## src/hw/rtl/dri_pkg.sv

```systemverilog
package dri_pkg;

	// Sizes
	localparam int SLOTS_DEF = 64;
	localparam int KIND_W    = 3;
	localparam int SLOT_W    = 6;
	localparam int HANDLE_W  = 16;
	localparam int STAT_W    = 2;

	// Command kinds
	localparam logic [KIND_W-1:0] KIND_PUSH       = 3'd0;
	localparam logic [KIND_W-1:0] KIND_POP        = 3'd1;
	localparam logic [KIND_W-1:0] KIND_RELEASE    = 3'd2;
	localparam logic [KIND_W-1:0] KIND_CLOSE_SLOT = 3'd3;
	localparam logic [KIND_W-1:0] KIND_CLOSE_HNDL = 3'd4;
	localparam logic [KIND_W-1:0] KIND_SWEEP      = 3'd5;
	localparam logic [KIND_W-1:0] KIND_OPEN       = 3'd6;

	// Result status codes
	localparam logic [STAT_W-1:0] STAT_DONE    = 2'd0;
	localparam logic [STAT_W-1:0] STAT_IGNORED = 2'd1;
	localparam logic [STAT_W-1:0] STAT_EMPTY   = 2'd2;

	// Input beat
	typedef struct packed {
		logic [KIND_W-1:0]   kind;
		logic [SLOT_W-1:0]   slot;
		logic [HANDLE_W-1:0] handle;
	} item_t;

	// Result beat
	typedef struct packed {
		logic [STAT_W-1:0] status;
		logic [SLOT_W-1:0] slot_out;
		logic              last;
	} result_t;

	// Controller states
	typedef enum logic [1:0] {
		S_IDLE,
		S_EXEC,
		S_SRCH,
		S_SWEEP
	} state_t;

	// Controller to datapath
	typedef struct packed {
		logic load;
		logic exec;
		logic srch_step;
		logic sweep_step;
	} cmd_t;

	// Datapath to controller
	typedef struct packed {
		logic [KIND_W-1:0] kind;
		logic              any_close;
		logic              srch_done;
		logic              sweep_done;
	} stat_t;

endpackage

```

## src/hw/rtl/dri_ram.sv

```systemverilog
module dri_ram #(
	parameter int WIDTH = 8,
	parameter int DEPTH = 64
) (
	input  logic                     clk,
	input  logic                     we,
	input  logic [$clog2(DEPTH)-1:0] waddr,
	input  logic [WIDTH-1:0]         wdata,
	input  logic [$clog2(DEPTH)-1:0] raddr,
	output logic [WIDTH-1:0]         rdata
);

	logic [WIDTH-1:0] mem_q [DEPTH];

	// One write port, one registered read port
	always_ff @(posedge clk) begin
		if (we) begin
			mem_q[waddr] <= wdata;
		end
		rdata <= mem_q[raddr];
	end

endmodule

```

## src/hw/rtl/dri_ctrl.sv

```systemverilog
module dri_ctrl (
	input  logic           clk,
	input  logic           arst_n,
	input  logic           start,
	input  dri_pkg::stat_t stat,
	output logic           busy,
	output dri_pkg::cmd_t  cmd
);

	dri_pkg::state_t state_q, state_d;

	// State register
	always_ff @(posedge clk or negedge arst_n) begin
		if (!arst_n) begin
			state_q <= dri_pkg::S_IDLE;
		end else begin
			state_q <= state_d;
		end
	end

	// Next state and commands
	always_comb begin
		state_d = state_q;
		cmd     = '0;
		busy    = 1'b1;
		case (state_q)
			dri_pkg::S_IDLE: begin
				busy = 1'b0;
				if (start) begin
					cmd.load = 1'b1;
					state_d  = dri_pkg::S_EXEC;
				end
			end
			dri_pkg::S_EXEC: begin
				if (stat.kind == dri_pkg::KIND_CLOSE_HNDL) begin
					cmd.srch_step = 1'b1;
					state_d       = dri_pkg::S_SRCH;
				end else if (stat.kind == dri_pkg::KIND_SWEEP && stat.any_close) begin
					cmd.sweep_step = 1'b1;
					state_d        = stat.sweep_done ? dri_pkg::S_IDLE : dri_pkg::S_SWEEP;
				end else begin
					cmd.exec = 1'b1;
					state_d  = dri_pkg::S_IDLE;
				end
			end
			dri_pkg::S_SRCH: begin
				cmd.srch_step = 1'b1;
				if (stat.srch_done) begin
					state_d = dri_pkg::S_IDLE;
				end
			end
			dri_pkg::S_SWEEP: begin
				cmd.sweep_step = 1'b1;
				if (stat.sweep_done) begin
					state_d = dri_pkg::S_IDLE;
				end
			end
			default: begin
				state_d = dri_pkg::S_IDLE;
			end
		endcase
	end

endmodule

```

## src/hw/rtl/dri_dp.sv

```systemverilog
module dri_dp #(
	parameter int SLOTS = dri_pkg::SLOTS_DEF
) (
	input  logic             clk,
	input  logic             arst_n,
	input  dri_pkg::cmd_t    cmd,
	input  dri_pkg::item_t   item,
	output dri_pkg::stat_t   stat,
	output dri_pkg::result_t result,
	output logic             strobe
);

	localparam int IW = $clog2(SLOTS);
	localparam int CW = $clog2(SLOTS + 1);

	dri_pkg::item_t   item_q;
	dri_pkg::result_t res_q, res_d;
	logic             strobe_q, strobe_d;

	logic [IW-1:0]    head_q, tail_q;
	logic [CW-1:0]    fill_q;
	logic [SLOTS-1:0] queued_q, close_q, open_q;

	logic [IW-1:0]    srch_cnt_q;
	logic             srch_more_q;
	logic             vld_s1;
	logic [IW-1:0]    idx_s1;
	logic [IW-1:0]    sw_q;

	logic [dri_pkg::SLOT_W-1:0]   ring_rdata;
	logic [dri_pkg::HANDLE_W-1:0] hnd_rdata;

	logic             in_range;
	logic [IW-1:0]    slot_i;
	logic             push_ok;
	logic             ring_we, hnd_we;
	logic             srch_hit, srch_done;
	logic             sw_flag, sweep_done;
	logic [SLOTS-1:0] close_rest;

	// Decode of the held item
	assign in_range = {1'b0, item_q.slot} < (dri_pkg::SLOT_W + 1)'(SLOTS);
	assign slot_i   = item_q.slot[IW-1:0];
	assign push_ok  = in_range && !queued_q[slot_i] && !close_q[slot_i]
		&& (fill_q < CW'(SLOTS));
	assign ring_we  = cmd.exec && (item_q.kind == dri_pkg::KIND_PUSH) && push_ok;
	assign hnd_we   = cmd.exec && (item_q.kind == dri_pkg::KIND_OPEN) && in_range;

	// FIFO storage, read port parked on the head
	dri_ram #(
		.WIDTH(dri_pkg::SLOT_W),
		.DEPTH(SLOTS)
	) u_ring (
		.clk  (clk),
		.we   (ring_we),
		.waddr(tail_q),
		.wdata(item_q.slot),
		.raddr(head_q),
		.rdata(ring_rdata)
	);

	// Handle per slot, read port follows the search counter
	dri_ram #(
		.WIDTH(dri_pkg::HANDLE_W),
		.DEPTH(SLOTS)
	) u_handle (
		.clk  (clk),
		.we   (hnd_we),
		.waddr(slot_i),
		.wdata(item_q.handle),
		.raddr(srch_cnt_q),
		.rdata(hnd_rdata)
	);

	// Search compare on the registered read
	assign srch_hit  = vld_s1 && open_q[idx_s1] && (hnd_rdata == item_q.handle);
	assign srch_done = vld_s1 && (srch_hit || (idx_s1 == IW'(SLOTS - 1)));

	// Sweep: last when no flag remains past the current slot
	assign sw_flag    = close_q[sw_q];
	assign close_rest = close_q & ~(SLOTS'(1) << sw_q);
	assign sweep_done = sw_flag && (close_rest == '0);

	assign stat.kind       = item_q.kind;
	assign stat.any_close  = |close_q;
	assign stat.srch_done  = srch_done;
	assign stat.sweep_done = sweep_done;

	// Result beat
	always_comb begin
		res_d.status   = dri_pkg::STAT_IGNORED;
		res_d.slot_out = '0;
		res_d.last     = 1'b1;
		strobe_d       = 1'b0;
		if (cmd.exec) begin
			strobe_d = 1'b1;
			case (item_q.kind)
				dri_pkg::KIND_PUSH: begin
					if (push_ok) res_d.status = dri_pkg::STAT_DONE;
				end
				dri_pkg::KIND_POP: begin
					if (fill_q == '0) begin
						res_d.status = dri_pkg::STAT_EMPTY;
					end else begin
						res_d.status   = dri_pkg::STAT_DONE;
						res_d.slot_out = ring_rdata;
					end
				end
				dri_pkg::KIND_RELEASE: begin
					if (in_range) res_d.status = dri_pkg::STAT_DONE;
				end
				dri_pkg::KIND_CLOSE_SLOT: begin
					if (in_range && open_q[slot_i]) res_d.status = dri_pkg::STAT_DONE;
				end
				dri_pkg::KIND_OPEN: begin
					if (in_range) res_d.status = dri_pkg::STAT_DONE;
				end
				default: begin
					res_d.status = dri_pkg::STAT_IGNORED;
				end
			endcase
		end
		if (cmd.srch_step && srch_done) begin
			strobe_d     = 1'b1;
			res_d.status = srch_hit ? dri_pkg::STAT_DONE : dri_pkg::STAT_IGNORED;
		end
		if (cmd.sweep_step && sw_flag) begin
			strobe_d       = 1'b1;
			res_d.status   = dri_pkg::STAT_DONE;
			res_d.slot_out = dri_pkg::SLOT_W'(sw_q);
			res_d.last     = sweep_done;
		end
	end

	// Payload registers
	always_ff @(posedge clk) begin
		if (cmd.load) begin
			item_q <= item;
		end
		res_q <= res_d;
	end

	// Control state and marks
	always_ff @(posedge clk or negedge arst_n) begin
		if (!arst_n) begin
			strobe_q    <= 1'b0;
			head_q      <= '0;
			tail_q      <= '0;
			fill_q      <= '0;
			queued_q    <= '0;
			close_q     <= '0;
			open_q      <= '0;
			srch_cnt_q  <= '0;
			srch_more_q <= 1'b0;
			vld_s1      <= 1'b0;
			idx_s1      <= '0;
			sw_q        <= '0;
		end else begin
			strobe_q <= strobe_d;

			// Walkers restart with every new item
			if (cmd.load) begin
				srch_cnt_q  <= '0;
				srch_more_q <= 1'b1;
				vld_s1      <= 1'b0;
				sw_q        <= '0;
			end

			// Single-beat kinds
			if (cmd.exec) begin
				case (item_q.kind)
					dri_pkg::KIND_PUSH: begin
						if (push_ok) begin
							queued_q[slot_i] <= 1'b1;
							tail_q <= (tail_q == IW'(SLOTS - 1)) ? '0 : tail_q + 1'b1;
							fill_q <= fill_q + 1'b1;
						end
					end
					dri_pkg::KIND_POP: begin
						if (fill_q != '0) begin
							head_q <= (head_q == IW'(SLOTS - 1)) ? '0 : head_q + 1'b1;
							fill_q <= fill_q - 1'b1;
						end
					end
					dri_pkg::KIND_RELEASE: begin
						if (in_range) queued_q[slot_i] <= 1'b0;
					end
					dri_pkg::KIND_CLOSE_SLOT: begin
						if (in_range && open_q[slot_i]) close_q[slot_i] <= 1'b1;
					end
					dri_pkg::KIND_OPEN: begin
						if (in_range) open_q[slot_i] <= 1'b1;
					end
					default: begin
					end
				endcase
			end

			// Handle search: issue one read a cycle, compare it in the cycle after
			if (cmd.srch_step) begin
				vld_s1 <= srch_more_q;
				idx_s1 <= srch_cnt_q;
				if (srch_more_q) begin
					if (srch_cnt_q == IW'(SLOTS - 1)) begin
						srch_more_q <= 1'b0;
					end else begin
						srch_cnt_q <= srch_cnt_q + 1'b1;
					end
				end
				if (srch_hit) begin
					close_q[idx_s1] <= 1'b1;
				end
			end

			// Sweep walk, one slot a cycle
			if (cmd.sweep_step) begin
				if (sw_flag) begin
					close_q[sw_q] <= 1'b0;
					open_q[sw_q]  <= 1'b0;
				end
				sw_q <= (sw_q == IW'(SLOTS - 1)) ? '0 : sw_q + 1'b1;
			end
		end
	end

	assign result = res_q;
	assign strobe = strobe_q;

endmodule

```

## src/hw/rtl/dedup_ready_index_queue_top.sv

```systemverilog
// Ready-slot queue with pending marks for a table of SLOTS connection slots.
// Input channel: an item (kind, slot, handle) is taken at a rising edge with
// start high and busy low. busy rises the cycle after and stays high until the
// item's work is finished.
// Result channel: every result beat is shown for one cycle with strobe high;
// the receiver takes it at the end of that cycle and cannot hold it off.
// last marks the final beat of an item.
// Close by handle walks the handle memory one slot a cycle through its
// registered read port. Sweep walks the close marks one slot a cycle up to
// the highest flagged slot, giving one beat per flagged slot; with nothing
// flagged it gives a single beat.
// Reset (arst_n low) clears the queue pointers, fill count and all open,
// close and queued marks at once; the block is ready in the first cycle after.
module dedup_ready_index_queue_top #(
	parameter int SLOTS = dri_pkg::SLOTS_DEF
) (
	input  logic             clk,
	input  logic             arst_n,
	input  logic             start,
	output logic             busy,
	input  dri_pkg::item_t   item,
	output dri_pkg::result_t result,
	output logic             strobe
);

	dri_pkg::cmd_t  cmd;
	dri_pkg::stat_t stat;

	dri_ctrl u_ctrl (
		.clk   (clk),
		.arst_n(arst_n),
		.start (start),
		.stat  (stat),
		.busy  (busy),
		.cmd   (cmd)
	);

	dri_dp #(
		.SLOTS(SLOTS)
	) u_dp (
		.clk   (clk),
		.arst_n(arst_n),
		.cmd   (cmd),
		.item  (item),
		.stat  (stat),
		.result(result),
		.strobe(strobe)
	);

	// An accepted beat keeps the block busy in the next cycle
	a_accept_busy: assert property (@(posedge clk) disable iff (!arst_n)
		start && !busy |=> busy)
		else $error("busy not raised after accept");

	// Only sweep gives beats that are not last, and those are always done
	a_mid_done: assert property (@(posedge clk) disable iff (!arst_n)
		strobe && !result.last |-> result.status == dri_pkg::STAT_DONE)
		else $error("non-final beat without done status");

	// Empty pop reports slot zero
	a_empty_zero: assert property (@(posedge clk) disable iff (!arst_n)
		strobe && result.status == dri_pkg::STAT_EMPTY |-> result.slot_out == '0)
		else $error("empty pop with nonzero slot");

	// At most one controller command at a time
	a_cmd_onehot: assert property (@(posedge clk) disable iff (!arst_n)
		$onehot0(cmd))
		else $error("overlapping controller commands");

endmodule

```

## config.mk

```make
export PLATFORM = sky130hd
export DESIGN_NAME = dedup_ready_index_queue_top
export DESIGN_NICKNAME = d
export VERILOG_FILES = /design/src/hw/rtl/dri_pkg.sv /design/src/hw/rtl/dri_ram.sv /design/src/hw/rtl/dri_ctrl.sv /design/src/hw/rtl/dri_dp.sv /design/src/hw/rtl/dedup_ready_index_queue_top.sv
export SDC_FILE = /design/constraint.sdc
export NUM_CORES = 2
export LEC_CHECK = 0
export ABC_AREA = 1
export BUFFER_PORTS_ARGS = -buffer_cell sky130_fd_sc_hd__buf_2
export CAP_MARGIN = 20
export CORE_MARGIN = 1.5
export CORE_UTILIZATION = 40
export DETAILED_ROUTE_END_ITERATION = 8
export PLACE_DENSITY_LB_ADDON = 0.2
export SLEW_MARGIN = 20
export SYNTH_ARGS = -nofsm -noshare
export SYNTH_HDL_FRONTEND = slang
export SYNTH_SLANG_ARGS = --single-unit
```

## constraint.sdc

```tcl
create_clock -name clk -period 5.5 [get_ports clk]
set_input_delay 0.55 -clock clk [delete_from_list [all_inputs] [get_ports clk]]
set_output_delay 0.55 -clock clk [all_outputs]
set_load 0.01 [all_outputs]
```

== Word-level counts from Yosys, hierarchy flattened ==
Memories as Yosys holds them, arrays and structs flattened. A register that Yosys moved wholly into a read port is not among the register bits.
Cells that the tools add are included.
Storage, ports and cells
  register bits after elaboration: 268
  bits in writable memories: 1408
  output and inout bits: 11
  word-level logic and storage cells: 182
  memories: 2
Memory list
  u_dp.u_handle.mem_q: words 64, width 16, read ports 1, clocked after Yosys merged registers in 1, write ports 1, line dri_ram.sv:13  | logic [WIDTH-1:0] mem_q [DEPTH];
  u_dp.u_ring.mem_q: words 64, width 6, read ports 1, clocked after Yosys merged registers in 1, write ports 1, line dri_ram.sv:13
Operators by class
  $add $sub $neg: 6
  order comparisons: 7
  equal/unequal tests: 20
  shifts and indexed selects: 1
  muxes and demuxes: 82
  bitwise logic cells: 11
  reduce and logical (&&, ||, !) cells: 34
Operator list (count)
  2-to-1 mux 64 bit: 12
  AND 64 bit: 4
  OR 64 bit: 4
  NOT 64 bit: 3
  case mux 64 bit (2 select lines): 1
  2-to-1 mux 6 bit: 11
  logical NOT 64 bit: 1
  OR reduction 64 bit: 1
  << shifter 1 x 6 -> 64 bit (first input constant): 1
  2-to-1 mux 1 bit: 33
  binary-select mux 1 bit (select 6 bit): 5
  equality test 6 bit (second input constant): 5
  adder 6 x 1 -> 6 bit (second input constant): 4
  less-than comparator 6 x 7 -> 1 bit (second input constant): 3
  2-to-1 mux 7 bit: 3
  demux 1 bit (select 6 bit): 3
  greater-or-equal comparator 6 x 1 -> 1 bit (second input constant): 3
  equality test 16 bit: 1
  2-to-1 mux 2 bit: 8
  case mux 2 bit (4 select lines): 2
  logical AND 1 bit: 15
  case mux 7 bit (2 select lines): 1
  AND reduction 3 bit: 4
  equality test 3 bit (second input constant): 3
  other kinds (20): 30

== Depth between registers and ports, before layout ==
  depth in word-level cells: 14
  mapped depth: 20
  mapped depth without buffers: 18

== Modules after synthesis ==
A second synthesis with hierarchy kept.
Second synthesis, totals
  cells, all modules: 7509
  area total of the unflattened synthesis: 75517.4 um^2
Modules (own cells, without submodules)
  dri_ram (u_dp.u_handle): instances 1, cells an instance 3517, area each 42099.1 um^2, sequential area each 31069.8 um^2
  dri_dp: instances 1, cells an instance 2574, area each 17216.5 um^2, sequential area each 6736.5 um^2
  dri_ram (u_dp.u_ring): instances 1, cells an instance 1376, area each 15930.3 um^2, sequential area each 11651.2 um^2
  dri_ctrl: instances 1, cells an instance 42, area each 271.5 um^2, sequential area each 50.0 um^2

== Worst setup path before layout ==
No wires, ideal clock.
  path type: register -> register
  from: register u_dp.item_q, in the netlist u_dp.slot_i[2]
  to: memory u_dp.u_handle.mem_q[15][0] in the netlist's numbering (enable)
  arrival time: 3.452 ns
  slack: 1.636 ns
  stages on the path, launching flop included: 7
  buffers on the path: 2
  period minus slack after synthesis: 3.864 ns
  path through: edfxtp_1 > buf_4 > nand2_2 > nor2_2 > inv_1 > clkbuf_1 > nor3_1
RTL lines
  start: declaration: line dri_dp.sv:16  | dri_pkg::item_t item_q;
  start signal: assignment: line dri_dp.sv:138  | item_q <= item;
  end: declaration: line dri_ram.sv:13
No word-level cell before the write port.

== Worst setup path in the final report ==
  from: register u_dp.item_q, in the netlist u_dp.slot_i[1]
  to: register u_dp.close_q[9]
Between the ends
  word-level cells in the longest chain between the ends: 14
RTL lines
  less-than comparator 6 x 7 -> 1 bit (implied by the code) / greater-or-equal comparator 6 x 1 -> 1 bit (equally long branches): line dri_dp.sv:189  | if (in_range && open_q[slot_i]) close_q[slot_i] <= 1'b1;
  logical AND 1 bit (implied by the code): line dri_dp.sv:189
  2-to-1 mux 1 bit (implied by the code): line dri_dp.sv:189
  demux 1 bit (select 6 bit)
  OR 64 bit (no source line)
  2-to-1 mux 64 bit (*): line dri_dp.sv:189
  2-to-1 mux 64 bit (*): line dri_dp.sv:171  | case (item_q.kind)
  2-to-1 mux 64 bit (*): line dri_dp.sv:170  | if (cmd.exec) begin
  OR 64 bit (no source line)
  2-to-1 mux 64 bit: line dri_dp.sv:210  | if (srch_hit) begin
  2-to-1 mux 64 bit (*): line dri_dp.sv:200  | if (cmd.srch_step) begin
  AND 64 bit (no source line)
  2-to-1 mux 64 bit: line dri_dp.sv:217  | if (sw_flag) begin
  2-to-1 mux 64 bit (*): line dri_dp.sv:216  | if (cmd.sweep_step) begin
  end signal: indexed assignment: line dri_dp.sv:189
  end signal: indexed assignment: line dri_dp.sv:211  | close_q[idx_s1] <= 1'b1;
  end signal: indexed assignment: line dri_dp.sv:218  | close_q[sw_q] <= 1'b0;
  end: declaration: line dri_dp.sv:22  | logic [SLOTS-1:0] queued_q, close_q, open_q;
Mark *: on every way between the ends. The rest lies on a longest branch, timed or not. The select of a mux whose other input is x is not followed.
A chain may end at the register's enable or synchronous reset.

==> flow_summary.toml <==
[flow_run]
max_cap_violations = 0

[floorplan]
rows = 156
core_um2 = 181000
start_util_pct = 40.3
die_x_um = 430
io_pins = 39
die_area_um2 = 185000
die_y_um = 430

[worst_setup_path]
crit_fanout = 64
crit_path_end_kind = "flip-flop"
startpoint_type = "flip-flop"
path_class = "flip-flop to flip-flop"
worstPathArrival_ns = 5.32
r2r-start = "u_dp.slot_i[1]"
crit_start = "u_dp.slot_i[1]"
required_ns = 6.25

[place]
dp.cells = 8907
hpwlAfterDp_mm = 142
place_ws_ns = 1.08
io_buffers = 38
gp_congestion = 0.952

[yosys]
synthTopCellsByArea = "edfxtp_1 59%, dfrtp_1 8.0%, o21ai_0 6.9%"
synth_top_area_share_pct = 59.0
synth_edf_count = 1433
async_reset_ff_share_pct = 13.8
syn_area_um2 = 73000
syn_avg_cell_area_um2 = 10.8
synthCells = 6775
ys_ff_latch = 1698
synth_common_cells = "1433 x edfxtp_1, 1230 x nor2_1, 1010 x o21ai_0"
ys_warn_count = 0
yosys.area.top_type = "edfxtp_1"
synthFlopType = "edfxtp_1"
yosysMostFrequentCell = "edfxtp_1"
ys_seq_area_share_pct = 67.9
synth_cell_types = 49
syn_nets = 6822

[sta]
finalCritPeriodShare_pct = 83.3
post-route-worst-setup-slack_ns = 0.921
rsz0062_at_grt = "false"
min_period_ns = 4.58
skew_ns = 0.0363
setup_tns_ns = 0
finalHoldViolCount = 0
max_freq_mhz = 218
tightest_slew_ns = 1.07
relSlewSlack_pct = 28.0
drv_slew = 0
setup_violations = 0
holdWs_ns = 0.0270

[grt]
grt_max_degree = 183
grt.total_usage_pct = 25.0
grt_antenna_before_repair = 2
overflow = 0
grt_pass1_vias = 50600
grt_pass1_wl_mm = 346

[clock_tree]
cts_made_buffers = 178
cts.repair.resized = 0
cts-root-buf = "clkbuf_16"
cts_tree = "built"
cts.sinks = 1698
cts_setup_buffers = 0
cts_hold_buf = 25
clockBufferDepth = 3
clkTransAtPathRegs_ns = 0.06
clk_latency_ns = 0.83
htree_levels = 4

[cells_and_area]
fin_util_pct = 45.4
drive_gt1_share_pct = 8.59
nets = 6789
final_cells = 9259
area_growth_pct = 12.6

[routing]
firstDrtPassIters = 7
ant_nets = 0
viasPerCell = 5.78
drt-initial-drc-count = 5924
wl_per_cell_um = 25.5
vias = 53600
drt_wl_total_mm = 236
drc_errors = 0

[worst_hold_path]
worstHoldStart = "item[14]"
hold_class = "primary input to flip-flop"

[outcome]
run_status = "completed"

[power_and_ir_drop]
ir_worst_vdd_v = 0.000466
p_leak_uw = 0.0293
power_density_nw_per_um2 = 435
==> metrics by stage <==
| step | total power, uW | cell area (um^2) |
|---|---|---|
| 3_3_place_gp | 23800 | 76100 |
| 5_1_grt | 37200 | 82200 |
| 6_report | 35700 | 82200 |
| 2_1_floorplan | 20600 | 73000 |
| 4_1_cts | 35900 | 82200 |
| 3_5_place_dp | 23800 | 76100 |
==> cells in the final DEF (no fill, tap or decap), types with 18 or more instances in the layout <==
master,netlist,final
buf_4,21,147
inv_1,235,228
nand3_1,375,375
dlygate4sd3_1,0,25
o21ai_1,55,55
clkbuf_16,0,182
nor2_1,1230,1229
o22ai_1,371,371
dfxtp_1,31,31
clkbuf_1,319,48
o21ai_0,1010,1010
o211ai_1,50,50
nand4_1,42,42
nand2_1,886,884
ha_1,18,18
buf_2,66,37
nor3_2,2,69
a21oi_1,58,58
clkinv_1,7,26
edfxtp_1,1433,1433
inv_2,14,18
nor3_1,120,53
o221ai_1,40,40
clkinv_2,0,32
dfrtp_1,234,227
==> metal layers <==
| metal | wire length [um] | vias up | global-route usage, % |
|---|---|---|---|
| li1 | - | 24100 | - |
| met1 | 100000 | 26700 | 34.9 |
| met2 | 109000 | 2316 | 39.6 |
| met3 | 17700 | 432 | 3.97 |
| met4 | 8350 | 6 | 8.91 |
| met5 | 98 | - | 0.260 |
==> worst max-delay path, cell delays in order (launching register included) <==
cell and delay (ns):
edfxtp_1 0.75, inv_2 0.29, nor2_4 0.80, nand2_2 0.70, o21ai_0 0.37, nor2_1 0.06, nand2_1 0.06, nand2_1 0.08
nand2_1 0.13, nor2_1 0.10, nand2_4 0.58, nand3_1 0.27, nand3_1 0.13, o21ai_1 0.07, inv_1 0.07
==> registers in the layout, indices dropped and copies added (netlist names), 7 cells and up, named ones only <==
signal,flops
u_dp.close_q,64
u_dp.open_q,64
u_dp.result,9
u_dp.u_handle.mem_q,1024
u_dp.item_q,16
u_dp.fill_q,7
u_dp.u_ring.mem_q,384
u_dp.u_handle.rdata,16
==> logic make-up (layout without fill, tap and decap cells) <==
family / count (synthesis) / count (layout) / share of synthesized area (%)
buf+inv: 693 / 806 / 3.84
fa+ha+maj: 19 / 19 / 0.336
simple gates: 2709 / 2709 / 15.2
other cells: 0 / 1 / 0
xor+xnor: 21 / 21 / 0.252
flops: 1698 / 1698 / 67.9
compound gates: 1619 / 1619 / 12.3
mux: 16 / 16 / 0.220
==> layout make-up <==
type,instances,area (um^2)
Inverter,256,981
Tap cell,2370,2970
Antenna cell,1,2.50
Timing Repair Buffer,224,1830
Sequential cell,1698,49500
Clock buffer,240,4870
Fill cell,16800,98800
Multi-Input combinational cell,4384,21000
Clock inverter,86,977
==> final timing paths <==
path                                        end  slack (ns)  cells past startpoint
worst max-delay path            u_dp.close_q[9]        0.92                     14
max in group asynchronous             async pin        3.65                      3
worst max register to register  u_dp.close_q[9]        0.92                     14
worst min register to register        flip-flop        0.48                      2
min in group asynchronous        u_dp.tail_q[5]        0.26                      2
worst min-delay path            u_dp.item_q[14]        0.03                      1
==> power breakdown <==
part           internal [uW]  total (uW)  switching (uW)
logic                   2110        8130            6020
clock network           6950       12100            5180
registers              14800       15500             645
(Power assumes the default switching activity.)
